### config.mk
export PLATFORM = sky130hd
export DESIGN_NAME = qcvt_sqrt
export DESIGN_NICKNAME = d
export VERILOG_FILES = /design/src/sv/qcvt_pkg.sv /design/src/sv/qcvt_sqrt.sv
export SDC_FILE = /design/constraint.sdc
export NUM_CORES = 1
export LEC_CHECK = 0
export BUFFER_PORTS_ARGS = -buffer_cell sky130_fd_sc_hd__buf_2
export CORE_MARGIN = 2
export CORE_UTILIZATION = 40
export CTS_CLUSTER_SIZE = 8
export DETAILED_ROUTE_END_ITERATION = 16
export GPL_TIMING_DRIVEN = 0
export HOLD_SLACK_MARGIN = 0.12
export MAX_ROUTING_LAYER = met4
export SYNTH_ARGS = -nofsm -noshare
export SYNTH_HDL_FRONTEND = slang
export SYNTH_SLANG_ARGS = --single-unit
### constraint.sdc
create_clock -name clk -period 3.88 [get_ports clk]
set_clock_uncertainty 0.15 [all_clocks]
set_input_delay 0.194 -clock clk [delete_from_list [all_inputs] [get_ports clk]]
set_output_delay 0.194 -clock clk [all_outputs]
set_load 0.1 [all_outputs]
### src/sv/qcvt_pkg.sv
package qcvt_pkg;

    // Quaternion term codes, also the largest_term output encoding.
    typedef enum logic [1:0] {
        TERM_W = 2'd0,
        TERM_X = 2'd1,
        TERM_Y = 2'd2,
        TERM_Z = 2'd3
    } term_t;

    localparam int unsigned LANES  = 3;
    localparam int unsigned TERM_BITS = 2;

    // Pipeline control shared by every stage.
    typedef struct packed {
        logic adv;
    } pipe_ctrl_t;

endpackage

### src/sv/qcvt_sqrt.sv
module qcvt_sqrt
    import qcvt_pkg::*;
#(
    parameter int SQ     = 16,
    parameter int SIDE_W = 57
)
(
    input  logic                clk,
    input  logic                rst_n,
    input  pipe_ctrl_t          ctrl,
    input  logic                in_valid,
    input  logic [2*SQ-1:0]     x,
    input  logic [SIDE_W-1:0]   side,
    output logic                sq_valid,
    output logic [SQ-1:0]       root,
    output logic [SIDE_W-1:0]   sq_side
);

    localparam int NX = 2 * SQ;
    localparam int RW = SQ + 3;

    logic              v_reg    [SQ];
    logic [RW-1:0]     rem_reg  [SQ];
    logic [SQ-1:0]     root_reg [SQ];
    logic [NX-1:0]     x_reg    [SQ];
    logic [SIDE_W-1:0] side_reg [SQ];

    // One root bit per stage: bring down two radicand bits, try 4r+1.
    for (genvar s = 0; s < SQ; s++)
    begin : g_stage
        logic              v_in;
        logic [RW-1:0]     rem_in, rem_sh, trial, rem_next;
        logic [SQ-1:0]     root_in, root_next;
        logic [NX-1:0]     x_in;
        logic [SIDE_W-1:0] side_in;
        logic              ge;

        if (s == 0)
        begin : g_first
            assign v_in    = in_valid;
            assign rem_in  = '0;
            assign root_in = '0;
            assign x_in    = x;
            assign side_in = side;
        end
        else
        begin : g_next
            assign v_in    = v_reg[s-1];
            assign rem_in  = rem_reg[s-1];
            assign root_in = root_reg[s-1];
            assign x_in    = x_reg[s-1];
            assign side_in = side_reg[s-1];
        end

        assign rem_sh    = {rem_in[RW-3:0], x_in[NX-1 -: 2]};
        assign trial     = {1'b0, root_in, 2'b01};
        assign ge        = (rem_sh >= trial);
        assign rem_next  = ge ? (rem_sh - trial) : rem_sh;
        assign root_next = {root_in[SQ-2:0], ge};

        always_ff @(posedge clk or negedge rst_n)
        begin
            if (!rst_n)
                v_reg[s] <= 1'b0;
            else if (ctrl.adv)
                v_reg[s] <= v_in;
        end

        always_ff @(posedge clk)
        begin
            if (ctrl.adv)
            begin
                rem_reg[s]  <= rem_next;
                root_reg[s] <= root_next;
                x_reg[s]    <= x_in << 2;
                side_reg[s] <= side_in;
            end
        end
    end

    assign sq_valid = v_reg[SQ-1];
    assign root     = root_reg[SQ-1];
    assign sq_side  = side_reg[SQ-1];

endmodule

==> impl_metrics.json <==
{
  "cts_max_level": 4,
  "gr-total-overflow": 0,
  "worstSkewPairLatency_ps": 840,
  "critPathMaxFanout": 10,
  "status": "completed",
  "initialDrtViolationCount": 1614,
  "ys_seq_area_frac": 0.816,
  "synth_area_leaders": "edfxtp_1, ha_1, xnor2_1",
  "dr.pass1.iters": 5,
  "dp.cells": 5191,
  "ctsResizeCount": 0,
  "totalPowerFinal_mw": 40.1,
  "crit_chain": "inv_1, ha_1, clkbuf_1, and4_1, clkbuf_1, nand2_1, a2111oi_0, nand3b_1, clkbuf_1, a21oi_1",
  "grt_usage": 0.114,
  "cpMaxStageDelayCell": "nand3b_1",
  "ys_types": 74,
  "drive_gt1_frac": 0.136,
  "root_buffer": "clkbuf_16",
  "drcViolationCount": 0,
  "io_buffers": 166,
  "end_kind": "flop",
  "cp_data_required_time_ps": 4260,
  "arrival_ps": 4020,
  "worst_pin_slew_ps": 998,
  "cts_tree": "yes",
  "hold_viol_final": 0,
  "grt_first_pass_wirelength_um": 131000,
  "cts_buffers": 212,
  "synth_flop_cell": "edfxtp_1",
  "powerDensity_mw_per_mm2": 589,
  "clk_pin_slew_ps": 50,
  "hold_class": "flop to flop",
  "areaGrowthSynthToFinish_pct": 20.1,
  "fp.dieW_um": 380,
  "peakVddDrop_uv": 584,
  "max_freq_ghz": 0.274,
  "finalSetupViolCount": 0,
  "mostFrequentLayoutCells": "edfxtp_1, clkbuf_16, inv_1",
  "holdWs_ps": 196,
  "synth_edf_count": 1525,
  "endpoint": "rem_reg[1][118]",
  "core-area_mm2": 0.141,
  "r2r_start": "root_reg[1][90]",
  "grt_start_max_net_pins": 179,
  "synth_cells": 3126,
  "drt-total-wl_um": 80400,
  "largest_reg_flops": 912,
  "ios": 167,
  "ff2ff_path_depth": 10,
  "period_share": 0.940,
  "maxCapViolations": 0,
  "slew_headroom": 0.335,
  "viasPerCell": 4.71,
  "dr_total_vias": 26500,
  "final_antenna_net_count": 0,
  "layout.nets": 3953,
  "ctsLongestPathBuffers": 3,
  "rows": 138,
  "grt_pass1_vias": 27000,
  "fin_cells": 5629,
  "synth_area_mm2": 0.0566,
  "worst-r2r-setup-slack_ps": 230,
  "ys_seq_elements": 1541,
  "final_common_cell": "edfxtp_1",
  "leakagePower_nw": 24.6,
  "antenna_cells": 0,
  "initial_core_util": 0.401,
  "avgSynthCellArea_um2": 18.1,
  "yosysWarnings": 0,
  "startpoint": "root_reg[1][90]",
  "min_period_ps": 3650,
  "r2r_end": "rem_reg[1][118]",
  "start_kind": "flop",
  "dpl.hpwl_um": 45500,
  "cpMostUsedCell": "clkbuf_1",
  "antenna_found_initial": 1,
  "yosys.area.top_type": "edfxtp_1",
  "post_cts_buffers": 0,
  "rsz0062_at_grt": "no",
  "async_reset_ff_frac": 0.0104,
  "cpPeakStageDelay_ps": 520,
  "slew_violations": 0,
  "cts_sinks": 1541,
  "dieArea_mm2": 0.145,
  "wl_per_cell_um": 14.3,
  "final_util": 0.482,
  "yosysTopAreaCellShare": 0.809,
  "chipHeight_um": 380,
  "critPathKind": "flop to flop",
  "gp_congestion": 0.880,
  "synth_nets": 3371
}
-- worst min path at each step --
stage               startpoint          endpoint  slack (ps)  depth (start not counted)
2_1_floorplan            rst_n  g_stage[10].v_in        -250                          0
3_3_place_gp             rst_n          sq_valid         -30                          1
3_5_place_dp             rst_n          sq_valid         -30                          1
4_1_cts        side_reg[5][34]   side_reg[5][91]         200                          0
5_1_grt        side_reg[3][75]   side_reg[4][18]         220                          0
6_report       side_reg[5][34]   side_reg[5][91]         200                          0
-- power by group --
| part | internal, mW | switching (mW) |
|---|---|---|
| clock | 9.75 | 6.44 |
| sequential | 19.9 | 0.514 |
| combinational | 1.38 | 2.02 |
| total | 31.1 | 8.97 |
-- cell usage after synthesis, drive strengths merged (16+ instances only) --
cell,count
nand3,50
o21a,26
o21ai,101
nand2b,26
xnor2,89
a211oi,17
or3,24
nand4,23
nor2,160
nor4,18
inv,200
xor2,63
dfrtp,16
edfxtp,1525
ha,152
clkbuf,23
a21o,33
nor2b,18
nand2,99
a21oi,135
mux2,63
nor3,62
-- worst max-delay path, delay by kind of cell (launching register included) --
kind	cells	cell delay, ps
adder cells (fa/ha/maj)	1	270
buffers and inverters	4	1010
AND/OR/NAND/NOR	3	910
AO/OA/AOI/OAI	2	650
flip-flops	1	380
-- routing by layer --
metal  track usage  part of all wire
met1         0.130              0.42
met2         0.185              0.49
met3        0.0319             0.046
met5             -                 0
met4        0.0565             0.036
-- repair_timing --
action                                 4_1_cts  5_1_grt
hold buffers                               192        0
endpoints found under the hold margin      387        0
setup endpoints to repair                    0      155
-- per-stage QoR --
stage | area [um^2] | setup slack [ps] | setup TNS [ps]
floorplan | 56600 | 1160 | 0
global placement | 59800 | -21500 | -
detailed placement | 60000 | -681 | -106360
CTS | 67900 | 148 | 0
global route | 67900 | 65.1 | 0
finish | 67900 | 235 | 0
-- layout make-up --
cell class / count / area, um^2
Inverter: 201 / 754
Fill cell: 11700 / 73100
Tap cell: 1890 / 2360
Timing Repair Buffer: 368 / 3140
Clock inverter: 19 / 497
Sequential cell: 1541 / 46200
Buffer: 30 / 129
Clock buffer: 226 / 5360
Multi-Input combinational cell: 1354 / 9510
-- kinds of logic after synthesis --
kind of cell,count (synthesis),share of synthesized area
adders and majority gates,152,0.0336
xor gates and xnor gates,152,0.0235
and+or+nand+nor,555,0.0494
buffers and inverters,231,0.0156
muxes,72,0.0143
other,1,0.0000663
DFF,1541,0.816
AOI/OAI and AO/OA,422,0.0472
(Power assumes the default switching activity.)
