==> config.mk <==
export PLATFORM = sky130hd
export DESIGN_NAME = qcvt_select
export DESIGN_NICKNAME = d
export VERILOG_FILES = /design/src/sv/qcvt_pkg.sv /design/src/sv/qcvt_select.sv
export SDC_FILE = /design/constraint.sdc
export NUM_CORES = 1
export LEC_CHECK = 0
export BUFFER_PORTS_ARGS = -buffer_cell sky130_fd_sc_hd__buf_2
export CAP_MARGIN = 20
export CORE_MARGIN = 1.5
export CORE_UTILIZATION = 60
export DETAILED_ROUTE_END_ITERATION = 8
export HOLD_SLACK_MARGIN = 0.06
export PLACE_DENSITY_LB_ADDON = 0.1
export SYNTH_ARGS = -nofsm -noshare
export SYNTH_HDL_FRONTEND = slang
export SYNTH_SLANG_ARGS = --single-unit
==> constraint.sdc <==
create_clock -name clk -period 1.65 [get_ports clk]
set_input_delay 0.165 -clock clk [delete_from_list [all_inputs] [get_ports clk]]
set_output_delay 0.165 -clock clk [all_outputs]
set_load 0.03 [all_outputs]
==> src/sv/qcvt_pkg.sv <==
package qcvt_pkg;

    // Quaternion term codes, also the largest_term output encoding.
    typedef enum logic [1:0] {
        TERM_W = 2'd0,
        TERM_X = 2'd1,
        TERM_Y = 2'd2,
        TERM_Z = 2'd3
    } term_t;

    localparam int unsigned LANES  = 3;
    localparam int unsigned TERM_BITS = 2;

    // Pipeline control shared by every stage.
    typedef struct packed {
        logic adv;
    } pipe_ctrl_t;

endpackage

==> src/sv/qcvt_select.sv <==
module qcvt_select
    import qcvt_pkg::*;
#(
    parameter int W  = 16,
    parameter int F  = 14,
    parameter int NX = 32,
    parameter int MW = 17,
    parameter int SIDE_W = 57
)
(
    input  logic                clk,
    input  logic                rst_n,
    input  pipe_ctrl_t          ctrl,
    input  logic                in_valid,
    input  logic [W-1:0]        m11,
    input  logic [W-1:0]        m12,
    input  logic [W-1:0]        m13,
    input  logic [W-1:0]        m21,
    input  logic [W-1:0]        m22,
    input  logic [W-1:0]        m23,
    input  logic [W-1:0]        m31,
    input  logic [W-1:0]        m32,
    input  logic [W-1:0]        m33,
    output logic                sel_valid,
    output logic [NX-1:0]       sel_x,
    output logic [SIDE_W-1:0]   sel_side
);

    localparam int SW = W + 2;

    logic signed [SW-1:0] e11, e22, e33;
    logic signed [SW-1:0] sum_w, sum_x, sum_y, sum_z, best, rad;
    logic signed [W:0]    dwx, dwy, dwz, sxy, sxz, syz;
    logic signed [W:0]    lane [LANES];
    logic [MW-1:0]        mag [LANES];
    logic [LANES-1:0]     sgn;
    term_t                idx;
    logic                 bad;
    logic [NX-1:0]        x_next;
    logic                 valid_reg;
    logic [NX-1:0]        x_reg;
    logic [SIDE_W-1:0]    side_reg;

    assign e11 = SW'($signed(m11));
    assign e22 = SW'($signed(m22));
    assign e33 = SW'($signed(m33));

    assign sum_w = e11 + e22 + e33;
    assign sum_x = e11 - e22 - e33;
    assign sum_y = e22 - e11 - e33;
    assign sum_z = e33 - e11 - e22;

    // Largest diagonal sum; ties keep the lower term.
    always_comb
    begin
        best = sum_w;
        idx  = TERM_W;
        if (sum_x > best)
        begin
            best = sum_x;
            idx  = TERM_X;
        end
        if (sum_y > best)
        begin
            best = sum_y;
            idx  = TERM_Y;
        end
        if (sum_z > best)
        begin
            best = sum_z;
            idx  = TERM_Z;
        end
    end

    assign rad    = best + (SW'(1) << F);
    assign bad    = rad[SW-1] || (rad == '0);
    assign x_next = bad ? '0 : (NX'(rad[W:0]) << F);

    assign dwx = (W+1)'($signed(m23)) - (W+1)'($signed(m32));
    assign dwy = (W+1)'($signed(m31)) - (W+1)'($signed(m13));
    assign dwz = (W+1)'($signed(m12)) - (W+1)'($signed(m21));
    assign sxy = (W+1)'($signed(m12)) + (W+1)'($signed(m21));
    assign sxz = (W+1)'($signed(m31)) + (W+1)'($signed(m13));
    assign syz = (W+1)'($signed(m23)) + (W+1)'($signed(m32));

    // Route the three off-diagonal numerators in w, x, y, z order, skipping idx.
    always_comb
    begin
        case (idx)
            TERM_W:
            begin
                lane[0] = dwx; lane[1] = dwy; lane[2] = dwz;
            end
            TERM_X:
            begin
                lane[0] = dwx; lane[1] = sxy; lane[2] = sxz;
            end
            TERM_Y:
            begin
                lane[0] = dwy; lane[1] = sxy; lane[2] = syz;
            end
            default:
            begin
                lane[0] = dwz; lane[1] = sxz; lane[2] = syz;
            end
        endcase
    end

    for (genvar k = 0; k < LANES; k++)
    begin : g_mag
        assign sgn[k] = lane[k][W];
        assign mag[k] = lane[k][W] ? MW'(-lane[k]) : MW'(lane[k]);
    end

    always_ff @(posedge clk or negedge rst_n)
    begin
        if (!rst_n)
            valid_reg <= 1'b0;
        else if (ctrl.adv)
            valid_reg <= in_valid;
    end

    always_ff @(posedge clk)
    begin
        if (ctrl.adv)
        begin
            x_reg    <= x_next;
            side_reg <= {idx, bad, sgn, mag[2], mag[1], mag[0]};
        end
    end

    assign sel_valid = valid_reg;
    assign sel_x     = x_reg;
    assign sel_side  = side_reg;

endmodule

==> impl_metrics.env, run 1 <==
export IMPL_cts_repair_resized=153
export IMPL_cts_path_max_buffers=2
export IMPL_async_reset_ff_share_pct=1.33
export IMPL_place_congestion=0.985
export IMPL_rows=58
export IMPL_h_tree_depth=3
export IMPL_yosysUniqueCellTypes=92
export IMPL_synth_avg_cell_area_um2=8.19
export IMPL_status="aborted with a tool error"
export IMPL_io_pins=238
export IMPL_synth_cells=1864
export IMPL_ys_seq_area_share_pct=14.7
export IMPL_initial_core_util_pct=60.9
export IMPL_error_line="[ERROR DPL-0033] detailed placement checks failed during check placement."
export IMPL_yosysWarnings=0
export IMPL_cts_inserted_buffers=9
export IMPL_pre_cts_slack_ns=-9.85
export IMPL_cts_root_buffer="clkbuf_16"
export IMPL_die_x_um=162
export IMPL_fp_dieH_um=162
export IMPL_syn_cell_area_um2=15300
export IMPL_dpl_hpwl_um=51900
export IMPL_port_buffers=222
export IMPL_cts_sinks=75
export IMPL_cts_setup_buffers=69
export IMPL_stop_stage="clock tree synthesis"
export IMPL_ys_seq_elements=75
export IMPL_ctsHoldBuffers=2
export IMPL_synth_edf_count=74
export IMPL_dominantRegCellSynth="edfxtp_1"
metrics by stage:
stage	utilization, %	area, µm²	cells
after floorplan	-	16100	1878
after global placement	91.4	22900	3132
after detailed placement	91.4	22900	3132
kinds of logic after synthesis:
kind of cell             after synthesis  share of synthesized area, %
buffers and inverters                291                          7.72
other                                  1                        0.0246
multiplexers                          41                          2.78
AO/OA/AOI/OAI                        527                          22.8
AND/OR/NAND/NOR                      485                          15.8
XOR/XNOR                             158                          9.12
adder cells (fa/ha/maj)              286                          27.0
flip-flops                            75                          14.7
cells in the mapped netlist, types with 21 or more instances:
library cell | instances | area, µm²
nor3_1 | 24 | 120
ha_1 | 213 | 2670
inv_1 | 227 | 852
nand3_1 | 31 | 155
a21boi_0 | 24 | 180
a31oi_1 | 27 | 169
nor2_1 | 131 | 492
o21bai_1 | 39 | 293
xnor2_1 | 112 | 981
mux2i_1 | 32 | 320
clkbuf_1 | 26 | 97.6
o21ai_0 | 105 | 526
nand2b_1 | 22 | 138
and2_1 | 21 | 131
nand2_1 | 134 | 503
a21o_1 | 39 | 293
a21oi_1 | 152 | 761
nor2b_1 | 29 | 181
edfxtp_1 | 74 | 2220
xor2_1 | 45 | 394
fa_1 | 72 | 1440
==> run 2, diff against run 1 <==
Settings changed: CORE_UTILIZATION 60 to 40, HOLD_SLACK_MARGIN 0.06 to default, PLACE_DENSITY_LB_ADDON 0.1 to 0.15.
==> impl_metrics.env, run 2 <==
export IMPL_cts_root_buffer="clkbuf_16"
export IMPL_area_delta_synth_final_pct=67.4
export IMPL_tightest_slew_ns=0.528
export IMPL_cts_sinks=75
export IMPL_r2r_end="sel_valid$_DFFE_PN0P_"
export IMPL_fin_crit_ns=10.44
export IMPL_rows=71
export IMPL_cts_inserted_buffers=9
export IMPL_yosys_top_cells_count="227 x inv_1, 213 x ha_1, 152 x a21oi_1"
export IMPL_final_max_slew_viol_count=0
export IMPL_final_cell_mix="808 x buf_4, 220 x buf_2, 217 x inv_1"
export IMPL_fillers=3160
export IMPL_max_freq_mhz=95.7
export IMPL_rrSetupSlack_ns=0.89
export IMPL_grt_setup_unrepaired="yes"
export IMPL_nets=3355
export IMPL_antenna_cells=0
export IMPL_min_from="in_valid"
export IMPL_cts_path_max_buffers=2
export IMPL_largest_register_ffs=57
export IMPL_ant_nets=0
export IMPL_violations="negative setup slack"
export IMPL_min_to="sel_valid$_DFFE_PN0P_"
export IMPL_layout_commonest_cell="buf_4"
export IMPL_clk_pin_slew_ns=0.06
export IMPL_grt_overflow=0
export IMPL_tritoncts="done"
export IMPL_port_buffers=222
export IMPL_grt_max_degree=26
export IMPL_hp_class="input port to flip-flop"
export IMPL_yosys_area_top_type="ha_1"
export IMPL_synth_cells=1864
export IMPL_core_area_um2=37600
export IMPL_synth_edf_count=74
export IMPL_r2r_start="sel_valid$_DFFE_PN0P_"
export IMPL_max_stage_delay_ns=0.61
export IMPL_grt_pass1_wl_um=86800
export IMPL_crit_family="compound AO/OA/AOI/OAI gates"
export IMPL_crit_required_ns=1.75
export IMPL_setup_worst_path_class="input port to flip-flop"
export IMPL_pre_cts_slack_ns=-9.40
export IMPL_ys_seq_area_share_pct=14.7
export IMPL_dominantRegCellSynth="edfxtp_1"
export IMPL_die_x_um=198
export IMPL_first_global_vias=17100
export IMPL_antenna_found_initial=0
export IMPL_min_path_cells=2
export IMPL_fin_ws_ns=-8.79
export IMPL_fp_dieH_um=198
export IMPL_skew_ns=0
export IMPL_io_pins=238
export IMPL_place_congestion=0.934
export IMPL_dr_pass1_iters=5
export IMPL_cp_arrival_ns=10.55
export IMPL_ys_seq_elements=75
export IMPL_tns_ns=-633.26
export IMPL_drive_above_1_share_pct=46.8
export IMPL_initial_core_util_pct=40.6
export IMPL_multi_input_area_um2=13400
export IMPL_h_tree_depth=3
export IMPL_crit_path_frequent_cell="a21oi_2"
export IMPL_slew_headroom_pct=64.8
export IMPL_rr_worst_depth=1
export IMPL_dieArea_um2=39300
export IMPL_routed_wl_um=57900
export IMPL_crit_buf_inv=4
export IMPL_synth_area_top_cells="ha_1 17%, edfxtp_1 15%, fa_1 9.4%"
export IMPL_drc=0
export IMPL_synth_avg_cell_area_um2=8.19
export IMPL_setup_viol=74
export IMPL_routed_via_density=5.07
export IMPL_dpl_hpwl_um=47000
export IMPL_fin_crit_sh_pct=633
export IMPL_synth_most_common_cell="inv_1"
export IMPL_yosysUniqueCellTypes=92
export IMPL_critPathSlowestCell="fa_2"
export IMPL_dpl_cell_area_um2=23300
export IMPL_syn_cell_area_um2=15300
export IMPL_hold_viol=0
export IMPL_grtUsageTotal_pct=28.1
export IMPL_fin_area_um2=25500
export IMPL_drt_iter0_drc=1127
export IMPL_crit_fanout=6
export IMPL_worst_setup_path_start_kind="input port"
export IMPL_yosysWarnings=0
export IMPL_async_reset_ff_share_pct=1.33
export IMPL_cp_end_kind="flip-flop"
export IMPL_post_drt_wl_per_cell_um=16.8
export IMPL_vias=17400
export IMPL_status="finished with violations"
export IMPL_netlist_area_leader_share_pct=17.5
export IMPL_regArea_um2=2250
export IMPL_timing_hold_ws_ns=0.0490
export IMPL_cap_violations=0
export IMPL_insertion_delay_ns=0.35
==> run 2: cell counts after synthesis <==
Identical to the previous run, type by type.
==> run 2: layout make-up <==
type / instances / share of cell area (%)
clock inverter: 6 / 0.260
clock buffer: 10 / 0.896
tap: 511 / 2.50
multi-input combinational: 1513 / 52.3
inverter: 228 / 3.44
timing repair buffer: 1095 / 31.8
sequential: 75 / 8.80
==> run 2: what timing repair did <==
item / CTS / global route
endpoints found under the setup margin: 74 / 74
gates cloned: 5 / 2
hold buffers: 1 / 0
gates resized for setup: 130 / 164
pin swaps: 66 / 71
setup buffers: 50 / 42
endpoints found under the hold margin: 1 / 0
==> run 2: metrics by stage <==
stage	std cells	utilization, %
after floorplan	1878	-
after global placement	3335	61.9
after detailed placement	3335	61.9
after CTS	3406	65.6
after global routing	3438	68.0
final	3438	68.0
==> run 2: how the worst max path moves through the flow <==
stage            from                 endpoint  slack (ns)  cells after the start
2_1_floorplan  m33[2]   sel_side[11]$_DFFE_PP_       -8.57                     59
3_3_place_gp   m33[2]   sel_side[27]$_DFFE_PP_       -8.91                     58
3_5_place_dp   m11[1]   sel_side[11]$_DFFE_PP_       -9.40                     55
4_1_cts        m33[2]   sel_side[27]$_DFFE_PP_       -8.55                     59
5_1_grt        m33[2]  sel_x[28]$_SDFFCE_PP0P_       -9.19                     62
6_report       m33[2]  sel_x[29]$_SDFFCE_PP0P_       -8.79                     62
==> run 2: cells by family after synthesis <==
| kind of cell | Yosys count | synth area share (%) |
|---|---|---|
| AO/OA/AOI/OAI | 527 | 22.8 |
| AND/OR/NAND/NOR | 485 | 15.8 |
| buffers and inverters | 291 | 7.72 |
| adder cells (fa/ha/maj) | 286 | 27.0 |
| XOR/XNOR | 158 | 9.12 |
| flip-flops | 75 | 14.7 |
| multiplexers | 41 | 2.78 |
| other | 1 | 0.0246 |
==> run 2: per-layer routing <==
metal	track usage (%)	share of wire (%)
met5	0	0
met4	6.36	2.0
met3	2.45	4.1
met2	46.7	46
met1	39.5	48
Power of run 2 is left out: the tool's default activity adds up to more than one toggle a clock period on the data nets, which glitch-free logic cannot reach.
